<file path="src/sv/i2da_pkg.sv">
// shared constants for the signed integer to decimal text converter
package i2da_pkg;

	localparam int VALUE_W    = 32;
	localparam int CODE_W     = 6;
	localparam int NUM_DIGITS = 10;
	localparam int BCD_W      = 4 * NUM_DIGITS;
	localparam int STEP_W     = $clog2(VALUE_W);
	localparam int DIG_W      = $clog2(NUM_DIGITS);

	localparam logic [CODE_W-1:0] CHAR_ZERO  = CODE_W'(48);
	localparam logic [CODE_W-1:0] CHAR_MINUS = CODE_W'(45);

	localparam logic [3:0] BCD_ADJ_MIN = 4'd5;
	localparam logic [3:0] BCD_ADJ     = 4'd3;

endpackage

</file>
<file path="src/sv/i2da_if.sv">
// valid/ready channels for integer words in and character words out
interface i2da_value_if;
	import i2da_pkg::*;

	logic                      valid;
	logic                      ready;
	logic signed [VALUE_W-1:0] value;

	modport source (output valid, output value, input ready);
	modport sink (input valid, input value, output ready);
endinterface

interface i2da_char_if;
	import i2da_pkg::*;

	logic              valid;
	logic              ready;
	logic [CODE_W-1:0] char_code;
	logic              last_char;

	modport source (output valid, output char_code, output last_char, input ready);
	modport sink (input valid, input char_code, input last_char, output ready);
endinterface

</file>
<file path="src/sv/int_to_decimal_ascii_core.sv">
// signed 32-bit integer to decimal ascii text converter, top level
//
// value_ch carries one signed 32-bit integer per word. text_ch returns its
// decimal text, one ascii character per word, most significant first: a
// leading '-' for negative values, '0' alone for zero, and last_char set on
// the final character of each number (no terminator word).
// Conversion uses a single shift-and-add-3 unit on a ten digit bcd
// register, one bit per cycle through the whole magnitude, then a step
// to locate the leading digit, then one character per cycle while
// text_ch is ready. Each number gives n = 1 to 11 characters; the first
// is registered in ST_EMIT, after the ST_CONV and ST_FIND states.
// value_ch.ready is high only while the block is idle; the final character
// sits in an output register, so the next integer may be taken while it
// still waits.
// If text_ch stalls, the current character holds and conversion of the
// next character waits. arst_n clears the sequencer and the output valid.
module int_to_decimal_ascii_core (
	input  logic        clk,
	input  logic        arst_n,
	i2da_value_if.sink  value_ch,
	i2da_char_if.source text_ch
);
	import i2da_pkg::*;

	typedef enum logic [1:0] {
		ST_IDLE,
		ST_CONV,
		ST_FIND,
		ST_EMIT
	} state_t;

	state_t             state_q;
	logic [VALUE_W-1:0] mag_q;
	logic [BCD_W-1:0]   bcd_q;
	logic [STEP_W-1:0]  step_q;
	logic               neg_q;
	logic               sign_pend_q;
	logic [DIG_W-1:0]   dig_q;
	logic               out_valid_q;
	logic [CODE_W-1:0]  out_code_q;
	logic               out_last_q;

	logic [BCD_W-1:0]   bcd_adj;
	logic [DIG_W-1:0]   lead_dig;
	logic [3:0]         cur_digit;
	logic               out_free;

	// add 3 to every digit of 5 or more before the shift
	always_comb begin
		for (int i = 0; i < NUM_DIGITS; i++) begin
			if (bcd_q[4*i +: 4] >= BCD_ADJ_MIN) begin
				bcd_adj[4*i +: 4] = bcd_q[4*i +: 4] + BCD_ADJ;
			end else begin
				bcd_adj[4*i +: 4] = bcd_q[4*i +: 4];
			end
		end
	end

	// highest nonzero digit, or the lowest one for zero
	always_comb begin
		lead_dig = '0;
		for (int i = 1; i < NUM_DIGITS; i++) begin
			if (bcd_q[4*i +: 4] != 4'd0) begin
				lead_dig = DIG_W'(i);
			end
		end
	end

	assign cur_digit = bcd_q[4*dig_q +: 4];
	assign out_free  = !out_valid_q || text_ch.ready;

	assign value_ch.ready    = (state_q == ST_IDLE);
	assign text_ch.valid     = out_valid_q;
	assign text_ch.char_code = out_code_q;
	assign text_ch.last_char = out_last_q;

	always_ff @(posedge clk or negedge arst_n) begin
		if (!arst_n) begin
			state_q     <= ST_IDLE;
			out_valid_q <= 1'b0;
			step_q      <= '0;
			sign_pend_q <= 1'b0;
		end else begin
			if (out_valid_q && text_ch.ready && state_q != ST_EMIT) begin
				out_valid_q <= 1'b0;
			end
			case (state_q)
				ST_IDLE: begin
					if (value_ch.valid) begin
						neg_q   <= value_ch.value[VALUE_W-1];
						mag_q   <= value_ch.value[VALUE_W-1] ?
						           (~value_ch.value + VALUE_W'(1)) : value_ch.value;
						bcd_q   <= '0;
						step_q  <= '0;
						state_q <= ST_CONV;
					end
				end
				ST_CONV: begin
					bcd_q  <= {bcd_adj[BCD_W-2:0], mag_q[VALUE_W-1]};
					mag_q  <= {mag_q[VALUE_W-2:0], 1'b0};
					step_q <= step_q + STEP_W'(1);
					if (step_q == STEP_W'(VALUE_W - 1)) begin
						state_q <= ST_FIND;
					end
				end
				ST_FIND: begin
					dig_q       <= lead_dig;
					sign_pend_q <= neg_q;
					state_q     <= ST_EMIT;
				end
				ST_EMIT: begin
					if (out_free) begin
						out_valid_q <= 1'b1;
						if (sign_pend_q) begin
							out_code_q  <= CHAR_MINUS;
							out_last_q  <= 1'b0;
							sign_pend_q <= 1'b0;
						end else begin
							out_code_q <= CHAR_ZERO + CODE_W'(cur_digit);
							out_last_q <= (dig_q == '0);
							if (dig_q == '0) begin
								state_q <= ST_IDLE;
							end else begin
								dig_q <= dig_q - DIG_W'(1);
							end
						end
					end else begin
						out_valid_q <= out_valid_q;
					end
				end
				default: begin
					state_q <= ST_IDLE;
				end
			endcase
		end
	end

endmodule
</file>
<file path="src/flat_wrapper.sv">
// flat-port wrapper written by rule: the top's interface ports become plain ports
module int_to_decimal_ascii_core_flat import i2da_pkg::*;
  (clk, arst_n, value_ch_valid, value_ch_value, value_ch_ready, text_ch_valid, text_ch_char_code, text_ch_last_char, text_ch_ready);
  i2da_value_if value_ch_i ();
  i2da_char_if text_ch_i ();
  input  logic clk;
  input  logic arst_n;
  input wire logic [$bits(value_ch_i.valid)-1:0] value_ch_valid;
  input wire logic [$bits(value_ch_i.value)-1:0] value_ch_value;
  output wire logic [$bits(value_ch_i.ready)-1:0] value_ch_ready;
  output wire logic [$bits(text_ch_i.valid)-1:0] text_ch_valid;
  output wire logic [$bits(text_ch_i.char_code)-1:0] text_ch_char_code;
  output wire logic [$bits(text_ch_i.last_char)-1:0] text_ch_last_char;
  input wire logic [$bits(text_ch_i.ready)-1:0] text_ch_ready;
  assign value_ch_i.valid = value_ch_valid;
  assign value_ch_i.value = value_ch_value;
  assign value_ch_ready = value_ch_i.ready;
  assign text_ch_valid = text_ch_i.valid;
  assign text_ch_char_code = text_ch_i.char_code;
  assign text_ch_last_char = text_ch_i.last_char;
  assign text_ch_i.ready = text_ch_ready;
  int_to_decimal_ascii_core u_core (.clk(clk), .arst_n(arst_n), .value_ch(value_ch_i), .text_ch(text_ch_i));
endmodule
</file>
<file path="config.mk">
export PLATFORM = sky130hd
export DESIGN_NAME = int_to_decimal_ascii_core_flat
export DESIGN_NICKNAME = d
export VERILOG_FILES = /design/src/sv/i2da_pkg.sv /design/src/sv/i2da_if.sv /design/src/sv/int_to_decimal_ascii_core.sv /design/src/flat_wrapper.sv
export SDC_FILE = /design/constraint.sdc
export NUM_CORES = 1
export LEC_CHECK = 0
export BUFFER_PORTS_ARGS = -buffer_cell sky130_fd_sc_hd__buf_2
export CAP_MARGIN = 20
export CORE_MARGIN = 2
export CORE_UTILIZATION = 45
export CTS_CLUSTER_DIAMETER = 60
export CTS_CLUSTER_SIZE = 12
export DETAILED_ROUTE_END_ITERATION = 8
export PLACE_DENSITY = 0.7
export SYNTH_ARGS = -nofsm -noshare
export SYNTH_HDL_FRONTEND = slang
export SYNTH_SLANG_ARGS = --single-unit
</file>
<file path="constraint.sdc">
create_clock -name clk -period 7.5 [get_ports clk]
set_clock_uncertainty 0.2 [all_clocks]
set_input_delay 0.75 -clock clk [delete_from_list [all_inputs] [get_ports clk]]
set_output_delay 0.75 -clock clk [all_outputs]
set_load 0.005 [all_outputs]
</file>
* Word level (Yosys, flattened, before mapping)
Index checks and enable logic that the tools add are counted.
** Word-level totals
- Register bits after elaboration :: 93
- Input bits :: 36
- Output and inout port bits :: 9
- Word-level logic and storage cells :: 114
** Cells by class
- Add/subtract/negate cells :: 14
- $lt $le $gt $ge :: 10
- Equality and inequality tests :: 11
- Shift-type cells :: 1
- Multiplexer cells :: 41
- Bitwise logic cells :: 1
- Reduce and logical (&&, ||, !) cells :: 26
** Operators by type and width (number)
- 40-bit one-hot mux with 2 select lines :: 1
- 32-bit two-way mux :: 2
- 32-bit one-hot mux with 2 select lines :: 1
- 4-bit two-way mux :: 14
- 4-bit by 3-bit greater-or-equal comparator with 1-bit output, second input constant :: 10
- 40-bit two-way mux :: 1
- 40-bit by 7-bit indexed part select with 4-bit output :: 1
- 4-bit by 2-bit adder with 4-bit output, second input constant :: 9
- 4-bit nonzero test :: 9
- 32-bit by 2-bit adder with 32-bit output, second input constant :: 1
- 32-bit inverter :: 1
- 3-bit two-way mux :: 5
- 2-bit two-way mux :: 7
- 5-bit one-hot mux with 2 select lines :: 1
- 5-bit AND reduction :: 2
- 3-bit AND reduction :: 3
- 2-bit inequality test, second input constant :: 4
- 2-bit one-hot mux with 4 select lines :: 1
- 4-bit one-hot mux with 2 select lines :: 1
- 5-bit by 5-bit adder with 6-bit output, first input constant :: 1
- 2-bit by 1-bit inequality test with 1-bit output, second input constant :: 3
- 2-bit AND reduction :: 3
- 2-bit nonzero test :: 3
- 5-bit by 1-bit adder with 5-bit output, second input constant :: 1
- other kinds (13) :: 19

* Logic depth before layout (Yosys ltp)
- Depth after elaboration :: 11
- Gate-level depth with buffers :: 8
- Depth with buffers taken out :: 7

* Worst setup path before layout
OpenSTA, ideal clock, no wires.
- Kind :: register -> register
- Start point :: register u_core.state_q[1]
- End point :: register u_core.bcd_q[0], enable pin
- Library setup time :: 0.511 ns
- Arrival :: 4.582 ns
- Required time :: 6.789 ns
- Path slack :: 2.207 ns
- Stages on the path, launching flop included :: 7
- Path buffers :: 2
- Period minus slack after synthesis :: 5.293 ns
- Cells stage by stage :: dfrtp_1 -> inv_1 -> ha_1 -> clkbuf_1 -> buf_1 -> mux2i_1 -> nor2b_1
** Between the ends
- Word-level cells in the longest chain between the ends :: 3
- Elaborated cells between the ends (all ways) :: 5
- Those cells by class :: eq/ne: 2; reduce/logical: 3
** Ends and longest elaborated chain
- start, declared :: line int_to_decimal_ascii_core.sv:32 : state_t state_q;
- start signal, assigned :: line int_to_decimal_ascii_core.sv:79 : state_q <= ST_IDLE;
- start signal, assigned :: line int_to_decimal_ascii_core.sv:95 : state_q <= ST_CONV;
- start signal, assigned :: line int_to_decimal_ascii_core.sv:103 : state_q <= ST_FIND;
- 2-bit by 1-bit equality test with 1-bit output / 2-bit zero test (equally long branches) :: line int_to_decimal_ascii_core.sv:87 : case (state_q)
- 2-bit nonzero test (no line) / 2-bit inequality test (equally long branches)
- 3-bit AND reduction (no line) (*)
- end signal, assigned :: line int_to_decimal_ascii_core.sv:99 : bcd_q <= {bcd_adj[BCD_W-2:0], mag_q[VALUE_W-1]};
- end, declared :: line int_to_decimal_ascii_core.sv:34 : logic [BCD_W-1:0] bcd_q;
Mark *: on every way between the ends. The rest lies on a longest branch, timed or not.
A chain may end at the register's enable or synchronous reset.

* Final worst setup path
- Start point :: register u_core.state_q[1]
- End point :: register u_core.bcd_q[18], enable pin
Same word-level chain as after synthesis.

==> reports/results.tsv <==
stage	metric	value	unit
floorplanning	Core ar.	0.0133	mm^2
global_routing	first-pass GRT wire length	22100	um
synthesis	largest area contributor in the netlist	edfxtp_1	
setup_path	Worst Setup End Kind	flip-flop	
synthesis	share of flip-flops with an asynchronous set or reset	9.78	%
cts	# Post-CTS Setup Buffers	0	
cts	Worst-path clk slew	0.07	ns
layout	Ant. Diodes	0	
drt	DR vias	4823	
layout	fill cell count	1177	
outcome	outcome	complete, no violations	
layout	multi-input gate area in the final layout	0.00317	mm^2
synthesis	XOR/XNOR Fraction of Synth Area	4.85	%
place	gpl congestion	0.866	
layout	nets	703	
min_path	worst hold path type	in2async	
cts	Post-CTS Hold Buffers	0	
layout	Sequential Area	0.00272	mm^2
setup_path	flop2flop setup slack	4.08	ns
setup_path	Critical Path Start Type	flip-flop	
drt	wire per inst	16.1	um
synthesis	Compound-Gate Fraction of Synth Area	14.2	%
layout	Area growth, synth to finish	10.3	%
synthesis	synth top area cells	edfxtp_1 (41%), ha_1 (5.7%), dfrtp_1 (3.7%), xnor2_1 (3.6%), o21ai_0 (3.2%)	
layout	layout cell share with drive strength beyond 1	14.4	%
synthesis	post-synthesis cell count	617	
drt	DR vias/cell	5.88	
pwr	Power per Cell Area	322	mW/mm^2
timing	worst setup margin	4.08	ns
cts	clk buf depth	2	
floorplanning	Top Ports	45	
synthesis	area share of the largest cell type after synthesis	40.6	%
timing	Final setup violation count	0	
setup_path	WP data arrival	3.19	ns
synthesis	Synth Register Bits	92	
cts	# clock sinks	92	
timing	final hold violation count	0	
drt	DRC	0	
synthesis	largest family of logic cells by synthesized area	simple AND/OR/NAND/NOR gates	
synthesis	simple-gate area share of the yosys netlist	20.8	%
timing	relative slew slack	33.9	%
synthesis	Distinct cells, synth	61	
setup_path	CP Class	reg2reg	
floorplanning	die area	0.0146	mm^2
synthesis	Synth Flop Type	edfxtp_1	
place	DP Wirelength	9000	um
timing	FMAX	293	MHz
floorplanning	Cell Rows	42	
run	Max Cap Viol	0	
timing	minimum clock period	3.42	ns
cts	H-Tree Depth	3	
cts	CTS tree	done	
setup_path	Req. time, crit path	7.28	ns
setup_path	CP Launch Point	u_core.state_q[1]	
synthesis	post-synthesis mux area share	5.84	%
floorplanning	Starting Density	46.2	%
cts	Root Buffer	clkbuf_16	
drt	First-pass DRT Iterations	4	
timing	period utilization	45.5	%
pwr	static leakage	2.56	nW
synthesis	Syn Area/Cell	9.96	um^2
drt	1st-iter DRT viols	401	
cts	Skew-Pair Late Insertion Delay	0.36	ns
synthesis	Mapped Area	0.00614	mm^2
timing	Final Max Tran Viols	0	
cts	CTS resizes	0	
global_routing	vias in the first global route	4633	
global_routing	largest net degree at the start of global routing	88	
setup_path	r2r startpoint	u_core.state_q[1]	
synthesis	EDFF count, synth	83	
timing	actual slew at the worst max-slew pin	0.990	ns
global_routing	initial antenna violation count	0	
timing	setup TNS	0	ns
place	pre-CTS setup slack	4.08	ns
drt	DRT Wirelength	13200	um
pwr	Peak VDD IR	0.000148	V
global_routing	Overall Global Routing Usage	18.9	%
synthesis	syn nets	681	
cts	clock buffer count from CTS	9	
timing	unrepaired setup endpoints after global routing	false	
synthesis	sequential area share after synthesis	44.2	%
setup_path	Critical Path Fanout Max	87	
place	PortBufs	43	
global_routing	GRT overflow	0	
floorplanning	Die Y	121	um
synthesis	Warnings, synthesis	0	
floorplanning	Die X-Extent	121	um
setup_path	R2R cell count	6	
synthesis	post-synthesis adder-cell area fraction	5.70	%
drt	post-route ant nets	0	
setup_path	RR Endpoint	u_core.bcd_q[18]	
## cell type report
| type | count | area share, % |
|---|---|---|
| multi-input cells | 457 | 46.7 |
| flip-flops and latches | 92 | 40.1 |
| clock buffers | 11 | 3.73 |
| repair buffers | 45 | 3.40 |
| well taps | 176 | 3.25 |
| inverters | 34 | 1.88 |
| clock inverters | 5 | 0.886 |
## cell usage in the layout, fill, tap and decap left out, drive strengths merged, types with 10 or more instances in the layout
cell / count
a21o: 11
nand2b: 21
or4: 18
o21ai: 39
a21oi: 22
nor3: 15
inv: 34
edfxtp: 83
clkbuf: 11
mux2i: 10
buf: 45
nand3: 18
xnor2: 25
nor2: 44
and3: 15
nand2: 52
ha: 28
## report_power, final
group | switching [mW] | total (mW) | internal [mW]
clock | 0.205 | 0.482 | 0.277
sequential | 0.129 | 0.906 | 0.776
combinational | 0.452 | 0.792 | 0.340
total | 0.786 | 2.18 | 1.39
## how the worst max path moves through the flow
stage               cells past startpoint          endpoint  slack, ns
floorplan                               6   u_core.bcd_q[0]       2.21
global placement                        6   u_core.mag_q[0]       4.23
detailed placement                      7  u_core.mag_q[28]       4.08
CTS                                     7  u_core.mag_q[28]       4.06
global route                            7  u_core.mag_q[28]       3.80
finish                                  6  u_core.bcd_q[18]       4.08
## worst max-delay path: stages, from the launching register on
cell and delay [ns]:
dfrtp_1 0.41, inv_1 0.09, ha_2 0.41, buf_4 0.69, mux2i_1 0.24, nor2b_4 0.15
buf_4 0.71
## cells in the mapped netlist, types with 7 or more instances
cell,n
nand3_1,18
nor2_1,44
xnor2_1,25
nor3_1,14
a21o_1,11
or2_2,7
o21ai_0,39
edfxtp_1,83
xor2_1,9
mux2_2,7
or4_1,18
dfrtp_1,9
clkbuf_1,22
nor3b_1,8
mux4_2,8
mux2i_1,10
and3_1,15
or3_1,7
inv_1,34
ha_1,28
a21oi_1,22
nor2b_1,7
buf_1,7
nand2_1,52
nand2b_1,21
## through the flow
stage | instance area [um^2] | hold slack [ns] | power (mW) | cells | utilization, %
floorplan | 6140 | 0.254 | 1.51 | 617 | -
global placement | 6460 | 0.305 | 1.66 | 804 | 48.6
detailed placement | 6460 | 0.324 | 1.71 | 804 | 48.6
CTS | 6780 | 0.0564 | 2.19 | 820 | 51.0
global route | 6780 | 0.0605 | 2.33 | 820 | 51.0
finish | 6780 | 0.0552 | 2.18 | 820 | 51.0
## logic make-up (layout without fill, tap and decap cells)
group,after synthesis,count (layout)
other,1,1
xor gates and xnor gates,34,34
adders and majority gates,28,28
and+or+nand+nor,238,238
AOI/OAI and AO/OA,131,131
buffers and inverters,68,95
muxes,25,25
DFF,92,92
## flip-flops by register name, indices dropped and copies added (netlist names)
register / flops
u_core.step_q: 5
u_core.sign_pend_q: 1
u_core.neg_q: 1
u_core.text_ch.valid: 1
u_core.text_ch.char_code: 5
u_core.mag_q: 32
u_core.text_ch.last_char: 1
u_core.dig_q: 4
u_core.state_q: 2
u_core.bcd_q: 40
## layer usage
metal	part of all wire [%]	up-vias	GRT usage, %
met5	0	-	0
met4	1.9	0	5.96
met3	5.9	18	4.75
met2	48	160	30.7
met1	44	2324	24.7
li1	-	2321	-
(Power assumes the default switching activity.)
